**src/hw/rtl/nm2d_pkg.sv**
```systemverilog
// Package for the two-dimensional simplex minimiser.
// Holds the shared types and constants; no dependencies.
package nm2d_pkg;

    // Result kinds.
    localparam logic KIND_REQUEST = 1'b0;
    localparam logic KIND_FINAL   = 1'b1;

    // Input operations.
    localparam logic OP_START = 1'b0;
    localparam logic OP_COST  = 1'b1;

    // Configuration register indexes.
    localparam logic [1:0] REG_INITIAL_STEP   = 2'd0;
    localparam logic [1:0] REG_TOLERANCE      = 2'd1;
    localparam logic [1:0] REG_MAX_ITERATIONS = 2'd2;

    // Source of the offered point.
    localparam logic [2:0] SRC_VERTEX = 3'd0;
    localparam logic [2:0] SRC_REFL   = 3'd1;
    localparam logic [2:0] SRC_TRIAL  = 3'd2;

    // Datapath commands issued by the controller.
    typedef enum logic [3:0] {
        CMD_NONE,
        CMD_START,       // load simplex from start point
        CMD_STORE_INIT,  // store cost of vertex given by index
        CMD_BEGIN,       // order vertices, centroid, reflected point
        CMD_STORE_REFL,  // store reflected cost
        CMD_EXPAND,      // compute expansion point
        CMD_CONTRACT,    // compute contraction point
        CMD_KEEP_TRIAL,  // replace worst with trial point
        CMD_KEEP_REFL,   // replace worst with reflected point
        CMD_SHRINK,      // shrink non-best vertices toward best
        CMD_STORE_SHR,   // store cost of shrunk vertex
        CMD_SPREAD,      // convergence sums, one vertex a step
        CMD_INC_ITER     // advance iteration count
    } nm2d_cmd_t;

    // Controller to datapath.
    typedef struct packed {
        nm2d_cmd_t  cmd;
        logic [1:0] idx;
    } nm2d_ctrl_t;

    // Datapath to controller.
    typedef struct packed {
        logic       refl_le_best;  // pending cost at or below best
        logic       cost_lt_worst; // pending cost below worst
        logic       cost_lt_refl;  // pending cost below reflected cost
        logic       converged;
        logic       limit_hit;     // count reached limit
        logic [1:0] best_idx;      // best of the current costs
        logic [1:0] anchor_idx;    // best vertex fixed when the iteration began
    } nm2d_stat_t;

endpackage

```
**src/hw/rtl/nm2d_ctrl.sv**
```systemverilog
// Controller of the simplex minimiser: phase sequencing and result launch.
// Depends on nm2d_pkg.
module nm2d_ctrl
    import nm2d_pkg::*;
(
    input  logic       clk,
    input  logic       rst_n,
    input  logic       in_valid,
    output logic       in_ready,
    input  logic       in_op,
    output logic       out_valid,
    input  logic       out_ready,
    output logic       out_kind,
    output logic [2:0] out_src,   // vertex, reflected or trial point
    output nm2d_ctrl_t ctrl,
    input  nm2d_stat_t stat
);
    typedef enum logic [10:0] {
        S_IDLE    = 11'b00000000001, // waiting for start
        S_WAIT    = 11'b00000000010, // waiting for a cost reply
        S_BEGIN   = 11'b00000000100,
        S_SPREAD  = 11'b00000001000,
        S_CHECK   = 11'b00000010000,
        S_SHRINK  = 11'b00000100000,
        S_NEXTSH  = 11'b00001000000,
        S_EMIT    = 11'b00010000000,
        S_FINAL   = 11'b00100000000,
        S_LIMIT   = 11'b01000000000,
        S_PAUSE   = 11'b10000000000
    } state_t;

    typedef enum logic [2:0] {
        PH_INIT, PH_REFL, PH_EXP, PH_CON, PH_SHR, PH_NONE
    } phase_t;

    state_t state_reg, state_next;
    phase_t phase_reg, phase_next;
    logic [1:0] idx_reg, idx_next;
    logic       kind_reg, kind_next;
    logic [2:0] src_reg, src_next;
    logic       acc;

    assign in_ready = (state_reg == S_IDLE) || (state_reg == S_WAIT);
    assign acc      = in_valid && in_ready;
    assign out_valid = (state_reg == S_EMIT);
    assign out_kind  = kind_reg;
    assign out_src   = src_reg;

    // Next-state logic.
    always_comb
    begin
        state_next = state_reg;
        phase_next = phase_reg;
        idx_next   = idx_reg;
        kind_next  = kind_reg;
        src_next   = src_reg;
        ctrl.cmd   = CMD_NONE;
        ctrl.idx   = idx_reg;
        case (state_reg)
            S_IDLE, S_WAIT:
            begin
                if (acc && in_op == OP_START)
                begin
                    ctrl.cmd   = CMD_START;
                    phase_next = PH_INIT;
                    idx_next   = 2'd0;
                    kind_next  = KIND_REQUEST;
                    src_next   = SRC_VERTEX;
                    state_next = S_EMIT;
                end
                else if (acc && state_reg == S_WAIT)
                begin
                    case (phase_reg)
                        PH_INIT:
                        begin
                            ctrl.cmd = CMD_STORE_INIT;
                            if (idx_reg == 2'd2)
                                state_next = S_LIMIT;
                            else
                            begin
                                idx_next   = idx_reg + 2'd1;
                                src_next   = SRC_VERTEX;
                                state_next = S_EMIT;
                            end
                        end
                        PH_REFL:
                        begin
                            ctrl.cmd = CMD_STORE_REFL;
                            if (stat.refl_le_best)
                            begin
                                phase_next = PH_EXP;
                                state_next = S_PAUSE;
                            end
                            else if (stat.cost_lt_worst)
                                state_next = S_PAUSE;
                            else
                            begin
                                phase_next = PH_CON;
                                state_next = S_PAUSE;
                            end
                        end
                        PH_EXP:
                        begin
                            ctrl.cmd = stat.cost_lt_refl ? CMD_KEEP_TRIAL : CMD_KEEP_REFL;
                            idx_next   = 2'd0;
                            state_next = S_SPREAD;
                        end
                        PH_CON:
                        begin
                            if (stat.cost_lt_worst)
                            begin
                                ctrl.cmd   = CMD_KEEP_TRIAL;
                                idx_next   = 2'd0;
                                state_next = S_SPREAD;
                            end
                            else
                            begin
                                ctrl.cmd   = CMD_SHRINK;
                                idx_next   = 2'd0;
                                state_next = S_NEXTSH;
                            end
                        end
                        PH_SHR:
                        begin
                            ctrl.cmd   = CMD_STORE_SHR;
                            idx_next   = idx_reg + 2'd1;
                            state_next = S_NEXTSH;
                        end
                        default:
                            state_next = S_IDLE;
                    endcase
                end
            end
            // Entered after a reflected cost is stored: act on the stored cost.
            S_PAUSE:
            begin
                kind_next = KIND_REQUEST;
                src_next  = SRC_TRIAL;
                case (phase_reg)
                    PH_EXP:
                    begin
                        ctrl.cmd   = CMD_EXPAND;
                        state_next = S_EMIT;
                    end
                    PH_CON:
                    begin
                        ctrl.cmd   = CMD_CONTRACT;
                        state_next = S_EMIT;
                    end
                    default:
                    begin
                        ctrl.cmd   = CMD_KEEP_REFL;
                        idx_next   = 2'd0;
                        state_next = S_SPREAD;
                    end
                endcase
            end
            // Find the next vertex to request, skipping the best vertex that the
            // iteration started with.
            S_NEXTSH:
            begin
                if (idx_reg == 2'd3)
                begin
                    idx_next   = 2'd0;
                    state_next = S_SPREAD;
                end
                else if (idx_reg == stat.anchor_idx)
                    idx_next = idx_reg + 2'd1;
                else
                begin
                    phase_next = PH_SHR;
                    kind_next  = KIND_REQUEST;
                    src_next   = SRC_VERTEX;
                    state_next = S_EMIT;
                end
            end
            // Convergence sums, one vertex per cycle.
            S_SPREAD:
            begin
                ctrl.cmd = CMD_SPREAD;
                if (idx_reg == 2'd2)
                    state_next = S_CHECK;
                else
                    idx_next = idx_reg + 2'd1;
            end
            S_CHECK:
            begin
                if (stat.converged)
                    state_next = S_FINAL;
                else
                begin
                    ctrl.cmd   = CMD_INC_ITER;
                    state_next = S_LIMIT;
                end
            end
            S_LIMIT:
                state_next = stat.limit_hit ? S_FINAL : S_BEGIN;
            S_BEGIN:
            begin
                ctrl.cmd   = CMD_BEGIN;
                phase_next = PH_REFL;
                kind_next  = KIND_REQUEST;
                src_next   = SRC_REFL;
                state_next = S_EMIT;
            end
            S_FINAL:
            begin
                idx_next   = stat.best_idx;
                phase_next = PH_NONE;
                kind_next  = KIND_FINAL;
                src_next   = SRC_VERTEX;
                state_next = S_EMIT;
            end
            S_EMIT:
            begin
                if (out_ready)
                    state_next = (kind_reg == KIND_FINAL) ? S_IDLE : S_WAIT;
            end
            default:
                state_next = S_IDLE;
        endcase
    end

    always_ff @(posedge clk or negedge rst_n)
    begin
        if (!rst_n)
        begin
            state_reg <= S_IDLE;
            phase_reg <= PH_NONE;
            idx_reg   <= '0;
            kind_reg  <= KIND_REQUEST;
            src_reg   <= SRC_VERTEX;
        end
        else
        begin
            state_reg <= state_next;
            phase_reg <= phase_next;
            idx_reg   <= idx_next;
            kind_reg  <= kind_next;
            src_reg   <= src_next;
        end
    end

    // A reply is only taken while waiting or idle.
    a_ready_states: assert property (@(posedge clk) disable iff (!rst_n)
        in_ready |-> (state_reg == S_IDLE || state_reg == S_WAIT))
        else $error("ready outside waiting states");
    // A start always launches a request next.
    a_start_emits: assert property (@(posedge clk) disable iff (!rst_n)
        (acc && in_op == OP_START) |=> (state_reg == S_EMIT))
        else $error("start did not launch request");
    // No input is taken while a result is offered.
    a_no_take_while_emit: assert property (@(posedge clk) disable iff (!rst_n)
        out_valid |-> !in_ready)
        else $error("input taken while result pending");
endmodule

```
**config.mk**
```make
export PLATFORM = sky130hd
export DESIGN_NAME = nm2d_ctrl
export DESIGN_NICKNAME = d
export VERILOG_FILES = /design/src/hw/rtl/nm2d_pkg.sv /design/src/hw/rtl/nm2d_ctrl.sv
export SDC_FILE = /design/constraint.sdc
export NUM_CORES = 1
export LEC_CHECK = 0
export ABC_AREA = 0
export BUFFER_PORTS_ARGS = -buffer_cell sky130_fd_sc_hd__clkbuf_2
export CELL_PAD_IN_SITES_DETAIL_PLACEMENT = 0
export CELL_PAD_IN_SITES_GLOBAL_PLACEMENT = 1
export CORE_ASPECT_RATIO = 0.5
export CORE_MARGIN = 5
export CORE_UTILIZATION = 38
export DETAILED_ROUTE_END_ITERATION = 10
export GPL_ROUTABILITY_DRIVEN = 0
export PLACE_DENSITY_LB_ADDON = 0.1
export SLEW_MARGIN = 20
export SYNTH_ARGS = -nofsm -noshare
export SYNTH_HDL_FRONTEND = slang
export SYNTH_SLANG_ARGS = --single-unit
export TNS_END_PERCENT = 50
```
**constraint.sdc**
```tcl
create_clock -name clk -period 2.5 [get_ports clk]
set_input_delay 0.25 -clock clk [delete_from_list [all_inputs] [get_ports clk]]
set_output_delay 0.25 -clock clk [all_outputs]
set_load 0.05 [all_outputs]
```
Word level (Yosys, flattened, before mapping)

Cells that the tools add are included.

Bits of input ports: 14
Output and inout port bits: 12
Bits in registers: 20

Reduce and logical (&&, ||, !) cells: 18
Mux-type cells: 49
$add $sub $neg: 1
Bitwise logic cells: 1
Equal/unequal tests: 31

Operators by type and width:

| kind                                                   | number |
|---|---|
| case mux 11 bit (8 select lines)                       | 1 |
| 2-to-1 mux 11 bit                                      | 6 |
| case mux 11 bit (5 select lines)                       | 1 |
| case mux 4 bit (5 select lines)                        | 2 |
| 2-to-1 mux 3 bit                                       | 13 |
| 2-to-1 mux 10 bit                                      | 2 |
| 2-to-1 mux 4 bit                                       | 5 |
| case mux 3 bit (5 select lines)                        | 1 |
| 2-to-1 mux 2 bit                                       | 7 |
| inequality test 3 bit (second input constant)          | 4 |
| case mux 3 bit (4 select lines)                        | 1 |
| AND reduction 6 bit                                    | 2 |
| equality test 11 x 1 -> 1 bit (second input constant)  | 1 |
| equality test 11 x 10 -> 1 bit (second input constant) | 1 |
| equality test 11 bit (second input constant)           | 1 |
| equality test 11 x 2 -> 1 bit (second input constant)  | 1 |
| equality test 11 x 3 -> 1 bit (second input constant)  | 1 |
| equality test 11 x 4 -> 1 bit (second input constant)  | 1 |
| equality test 11 x 5 -> 1 bit (second input constant)  | 1 |
| equality test 11 x 7 -> 1 bit (second input constant)  | 1 |
| equality test 11 x 8 -> 1 bit (second input constant)  | 1 |
| equality test 11 x 9 -> 1 bit (second input constant)  | 1 |
| inequality test 2 bit (second input constant)          | 5 |
| case mux 2 bit (5 select lines)                        | 1 |
| other kinds (26)                                       | 39 |

Depth between registers and ports, before layout

Gate-level depths: netlist of the first run.

Depth in word-level cells: 7
Depth in mapped cells: 8

Worst setup path before layout of the first run

OpenSTA, ideal clock, no wires.

Path kind: reg-to-output
From: register state_reg[8]
To: output port ctrl[4] in the netlist's numbering
Cell stages (with the launch flop): 6
Path buffers: 1
Data arrival time: 3.201 ns
Slack: -0.951 ns
Path through: dfrtp_1 buf_6 or4_4 nor2_1 nand4_1 o311ai_0

RTL lines:

| item                   | RTL line         | RTL |
|---|---|---|
| start, declared        | nm2d_ctrl.sv:36  | `state_t state_reg, state_next;` |
| start signal, assigned | nm2d_ctrl.sv:236 | `state_reg <= state_next;` |
| end, declared          | nm2d_ctrl.sv:15  | `output nm2d_ctrl_t ctrl,` |

==> flow_metrics.py, run 1 <==
metrics = {
    "outcome": {
        "status": "finished, violations left",
        "violations": "negative setup slack",
    },
    "sta": {
        "max_clock_freq_ghz": 0.3966,
        "fin_ws_ns": -0.02168,
        "fin_crit_sh": 1.009,
        "fin_crit_ns": 2.522,
        "finalSetupViolCount": 1,
        "rsz0062_at_grt": "true",
        "finClkSkew_ns": 0.01252,
        "finalMaxSlewViolations": 0,
        "slew_headroom": 0.5681,
        "tightest_slew_ns": 0.6429,
        "hold_violations": 0,
    },
    "clock_network": {
        "clk_pin_slew_worst_paths_ns": 0.07,
        "h-tree-depth": 1,
        "cts_tree": "yes",
        "clock_latency_ns": 0.27,
        "clock_sinks": 18,
        "cts_buffers": 3,
        "cts_root_buf": "clkbuf_8",
        "clockBufferDepth": 2,
    },
    "yosys": {
        "syn-mean-instance-area_um2": 8.293,
        "synth.distinct_cells": 63,
        "synth_most_common_cell": "dfrtp_1",
        "synth_top_area_cell": "dfrtp_1",
        "synth_top_area_frac": 0.2187,
        "yosys_register_bits": 18,
        "ys_top_cells_by_count": "dfrtp_1 (15), nor2_1 (13), clkbuf_1 (12), nand2_1 (12), nor3_1 (11)",
        "synth_area_um2": 1717,
        "async_reset_ff_frac": 1.000,
        "synth_flop_cell": "dfrtp_1",
        "yosys_warnings": 0,
        "synth_edf_count": 0,
        "yosysSeqAreaShare": 0.2646,
        "netlist_instances": 207,
        "synth_fp_nets": 224,
        "yosys-top-cells-area": "dfrtp_1 (22%), dfstp_2 (4.6%), nor3_1 (3.2%)",
    },
    "detailed_routing": {
        "wl_per_cell_um": 18.48,
        "vias": 1775,
        "firstDrtPassIters": 4,
        "viasPerCell": 5.997,
        "postRouteWirelength_mm": 5.471,
        "drc": 0,
        "detail-route-antenna-nets": 0,
        "dr.first_iter.drc_count": 118,
    },
    "global_route": {
        "grt_max_degree": 19,
        "grtUsageTotal": 0.1853,
        "first_global_vias": 1670,
        "grt_pass1_wl_mm": 8.990,
        "overflow": 0,
        "antenna_found_initial": 0,
    },
    "hold_path": {
        "hold_path_class": "input port to flip-flop",
        "hold_depth": 2,
        "hold_end": "state_reg[2]$_DFFE_PN0P_",
        "hold_start": "stat[4]",
    },
    "finish": {
        "largest_reg_flops": 10,
        "fill_cells": 452,
        "finalNetCount": 257,
        "diodes": 0,
        "area_growth_pct": 26.60,
        "drive_gt1_frac": 0.3347,
        "postLayoutCoreUtil": 0.4960,
        "final_cells": 296,
        "design_area_um2": 2173,
    },
    "setup_path": {
        "critPathMaxFanout": 3,
        "critPathRequiredTime_ns": 2.25,
        "cp.arrival_ns": 2.27,
        "rr_endpoint": "state_reg[9]$_DFFE_PN0P_",
        "cp-start-kind": "flip-flop",
        "worstSetupPathType": "flip-flop to primary output",
        "crit-reg2reg-launch": "state_reg[7]$_DFFE_PN0P_",
        "r2r_setup_slack_ns": 0.09,
        "critPathCaptureType": "primary output",
        "r2r_cells": 5,
    },
    "place": {
        "pre_cts_ws_ns": 0.02684,
        "portBuffers": 24,
        "dp_cells": 288,
        "dp_hpwl_mm": 4.231,
        "placed_cell_area_um2": 2011,
    },
    "die": {
        "rows": 17,
        "die_w_um": 105.1,
        "core_area_um2": 4382,
        "ios": 26,
        "dieArea_um2": 6043,
        "initial_core_util": 0.3918,
        "die_y_um": 57.53,
    },
    "pwr": {
        "max-vdd-ir-drop_mv": 0.5257,
        "p_per_area_nw_per_um2": 1233,
        "p_leak_nw": 0.9075,
    },
    "run": {
        "cap_violations": 0,
    },
}
worst max-delay path: stages (launching register included):
cell      delay, ns
dfrtp_1        0.38
or4_4          0.53
or3_4          0.36
nor4_4         0.24
nand2b_4       0.11
or3b_4         0.26
buf_12         0.13
cells by family after synthesis:
kind of cell             share of synthesized area
adder cells (fa/ha/maj)                    0.02187
AND/OR/NAND/NOR                             0.3280
flip-flops                                  0.2646
other                                     0.002184
buffers and inverters                      0.07143
AO/OA/AOI/OAI                               0.2522
XOR/XNOR                                   0.03571
multiplexers                               0.02405
area by class of cell:
cell class,count,area [um2],area share
multi-input cells,162,1220,0.5613
flip-flops and latches,18,455.4,0.2096
well taps,57,71.32,0.03282
inverters,10,37.54,0.01727
clock buffers,4,55.05,0.02533
repair buffers,45,334.1,0.1537
metrics by stage:
step	setup TNS (ns)	hold slack [ns]	power [W]
5_1_grt	-0.1307	0.1604	0.002849
6_report	-0.02168	0.1525	0.002679
2_1_floorplan	-0.1607	-0.04559	0.001813
3_3_place_gp	0	0.2380	0.002303
3_5_place_dp	0	0.2283	0.002289
4_1_cts	-0.1574	0.1450	0.002611
power by group:
group	total (W)	switching, W	internal, W
combinational	0.00193	0.00114	0.000781
clock	0.000253	0.000113	0.000140
sequential	0.000500	0.000113	0.000387
worst max path at each step:
stage          cells past startpoint  slack [ns]  endpoint                startpoint
6_report                           6       -0.02   ctrl[5]  state_reg[3]$_DFFE_PN0P_
5_1_grt                            6        -0.1   ctrl[5]  state_reg[3]$_DFFE_PN0P_
2_1_floorplan                      7       -0.10   ctrl[5]  state_reg[3]$_DFFE_PN0P_
3_3_place_gp                       8        0.11   ctrl[3]  state_reg[3]$_DFFE_PN0P_
3_5_place_dp                       6        0.03   ctrl[5]  state_reg[3]$_DFFE_PN0P_
4_1_cts                            6       -0.08   ctrl[5]  state_reg[3]$_DFFE_PN0P_
layer usage:
layer | wire [um] | share of wire | GRT usage
met5 | 0 | 0 | 0
met4 | 28 | 0.0051 | 0.02368
met3 | 487 | 0.089 | 0.05311
met2 | 2213 | 0.40 | 0.2567
met1 | 2741 | 0.50 | 0.2864
layout by cell type (no fill, tap or decap), drive strengths merged, types with 4 or more instances in the layout:
| cell type | synthesis | final |
|---|---|---|
| dfrtp | 15 | 15 |
| a31oi | 4 | 4 |
| nand2 | 12 | 12 |
| or2 | 5 | 5 |
| or3 | 5 | 5 |
| a21oi | 8 | 8 |
| nor2 | 14 | 14 |
| nor4 | 5 | 5 |
| inv | 10 | 10 |
| clkbuf | 12 | 23 |
| nor3 | 12 | 12 |
| or4 | 5 | 5 |
| buf | 5 | 25 |
| nand2b | 8 | 8 |
| xnor2 | 5 | 5 |
| o21ai | 8 | 8 |
| o211ai | 5 | 5 |
| nand4b | 6 | 6 |
what timing repair did:
item	in CTS	in global routing
pin swaps	2	1
gates resized for setup	12	10
hold buffers	1	0
buffers inserted	1	2
hold endpoints to repair	15	0
setup endpoints to repair	5	6
Power figures use the tool's default switching activity.
==> inputs of run 2 (changes only) <==
--- a/config.mk
+++ b/config.mk
@@ -16,3 +16,3 @@
 export GPL_ROUTABILITY_DRIVEN = 0
-export PLACE_DENSITY_LB_ADDON = 0.1
+export PLACE_DENSITY = 0.84
 export SLEW_MARGIN = 20
==> constraint.sdc (replaced) <==
create_clock -name clk -period 2.5 [get_ports clk]
set_input_delay 0.125 -clock clk [delete_from_list [all_inputs] [get_ports clk]]
set_output_delay 0.125 -clock clk [all_outputs]
set_load 0.05 [all_outputs]
==> run 2 against run 1 <==
Effect of this change: the run now ends clean; combinational power fell by 3%; total power fell by 1.6%; sequential power rose by 2%; setup slack improved by 0.042 ns; sequential share of layout area fell by 0.14 points; final cell count rose by 2.4%; worst hold slack got worse by 0.12 ns; sequential cell count did not move; register-to-register slack barely moved; routed wire length rose by 1.4%.
==> flow_metrics.py, run 2 (synthesis gave the netlist of run 1 again) <==
metrics = {
    "finish": {
        "largest_reg_flops": 10,
        "mostFrequentLayoutCell": "buf_4",
        "final_cells": 303,
        "drive_gt1_frac": 0.3252,
        "diodes": 0,
        "finalNetCount": 264,
        "mostFrequentLayoutCells": "buf_4 (26), clkbuf_2 (19), dfrtp_1 (14), nor2_1 (12)",
        "area_growth_pct": 27.48,
    },
    "hold_path": {
        "hold_path_class": "input port to flip-flop",
    },
    "setup_path": {
        "worstSetupPathType": "flip-flop to primary output",
        "critPathCaptureType": "primary output",
        "cp.arrival_ns": 2.36,
        "critPathMaxFanout": 2,
        "critPathRequiredTime_ns": 2.38,
        "cp-start-kind": "flip-flop",
    },
    "sta": {
        "finalMaxSlewViolations": 0,
        "fin_crit_ns": 2.480,
        "max_clock_freq_ghz": 0.4032,
        "finalSetupViolCount": 0,
        "fin_crit_sh": 0.9920,
        "finClkSkew_ns": 0.01084,
        "slew_headroom": 0.5901,
        "tightest_slew_ns": 0.6092,
        "rsz0062_at_grt": "true",
        "hold_violations": 0,
        "fin_setup_tns_ns": 0,
    },
    "clock_network": {
        "cts_tree": "yes",
        "clockBufferDepth": 2,
        "cts_buffers": 3,
        "clock_latency_ns": 0.27,
        "h-tree-depth": 1,
        "clk_pin_slew_worst_paths_ns": 0.07,
        "clock_sinks": 18,
        "cts_root_buf": "clkbuf_8",
    },
    "place": {
        "portBuffers": 24,
        "dp_cells": 290,
        "dp_hpwl_mm": 4.115,
    },
    "die": {
        "initial_core_util": 0.3918,
        "ios": 26,
        "die_y_um": 57.53,
        "dieArea_um2": 6043,
        "rows": 17,
        "core_area_um2": 4382,
        "die_w_um": 105.1,
    },
    "detailed_routing": {
        "dr.first_iter.drc_count": 106,
        "postRouteWirelength_mm": 5.549,
        "drc": 0,
        "firstDrtPassIters": 5,
        "wl_per_cell_um": 18.31,
        "vias": 1835,
        "detail-route-antenna-nets": 0,
        "viasPerCell": 6.056,
    },
    "global_route": {
        "overflow": 0,
        "antenna_found_initial": 0,
        "grt_max_degree": 19,
        "grtUsageTotal": 0.1838,
        "first_global_vias": 1730,
        "grt_pass1_wl_mm": 8.825,
    },
    "pwr": {
        "p_switching_w": 0.001358,
        "p_leak_nw": 0.9397,
        "max-vdd-ir-drop_mv": 0.3949,
        "power.internal_w": 0.001278,
        "p_clk_frac": 0.098,
        "p_sw_frac": 0.5152,
        "power_frac_seq": 0.193,
        "p_per_area_nw_per_um2": 1204,
        "p_comb_frac": 0.709,
    },
    "outcome": {
        "status": "finished clean",
    },
    "run": {
        "cap_violations": 0,
    },
}
run 2: power groups by stage:
stage / Combinational (W) / Clock [W] / Sequential (W)
global route: 0.00200 / 0.000274 / 0.000523
floorplan: 0.00127 / 0 / 0.000544
finish: 0.00187 / 0.000258 / 0.000508
global placement: 0.00171 / 0 / 0.000500
CTS: 0.00181 / 0.000261 / 0.000502
detailed placement: 0.00173 / 0 / 0.000504
run 2: layout make-up:
class / count / area [um2]
inverter: 10 / 37.54
sequential: 18 / 455.4
tap: 57 / 71.32
timing repair buffer: 52 / 374.1
fill: 424 / 2193
clock buffer: 4 / 55.05
multi-input combinational: 162 / 1195
run 2: metrics by stage:
stage / util / area [um2] / power [W] / setup slack [ns] / hold slack, ns
after CTS: 0.4986 / 2185 / 0.002569 / 0.002024 / 0.03497
after floorplan: - / 1724 / 0.001810 / -0.2330 / -0.1706
after global routing: 0.4994 / 2188 / 0.002798 / -0.06996 / 0.02407
after detailed placement: 0.4537 / 1988 / 0.002239 / 0.02677 / 0.1088
final: 0.4994 / 2188 / 0.002635 / 0.01997 / 0.03178
after global placement: 0.4537 / 1988 / 0.002213 / 0.08037 / 0.1079
run 2: worst paths after layout:
path / from / endpoint / slack [ns] / depth (start not counted)
max: state_reg[1]$_DFFE_PN0P_ / ctrl[4] / 0.02 / 7
min: stat[4] / state_reg[2]$_DFFE_PN0P_ / 0.03 / 2
max reg2reg: state_reg[10]$_DFFE_PN0P_ / idx_reg[0]$_DFFE_PN0P_ / 0.10 / 5
min reg2reg: out_src[1]$_DFFE_PN0P_ / out_src[1]$_DFFE_PN0P_ / 0.57 / 2
max in group asynchronous: rst_n / state_reg[9]$_DFFE_PN0P_ / 1.78 / 2
min in group asynchronous: rst_n / state_reg[4]$_DFFE_PN0P_ / 0.34 / 2
run 2: per-layer routing:
| layer | part of all wire | GRT usage |
|---|---|---|
| met3 | 0.074 | 0.03842 |
| met5 | 0 | 0 |
| met4 | 0.022 | 0.06011 |
| met1 | 0.44 | 0.2469 |
| met2 | 0.46 | 0.2970 |
run 2: repair_timing:
action / in CTS / in global routing
resized for setup: 14 / 12
buffers inserted: 10 / 1
endpoints found under the hold margin: 15 / 0
pin swaps: 3 / 1
hold buffers: 1 / 0
endpoints found under the setup margin: 3 / 9
run 2: worst max-delay path, stage by stage (launching register included):
cell	delay (ns)
dfrtp_1	0.38
or4_4	0.54
or3_4	0.42
nor4_4	0.15
nand2b_1	0.16
buf_6	0.16
o311ai_4	0.06
clkbuf_16	0.22
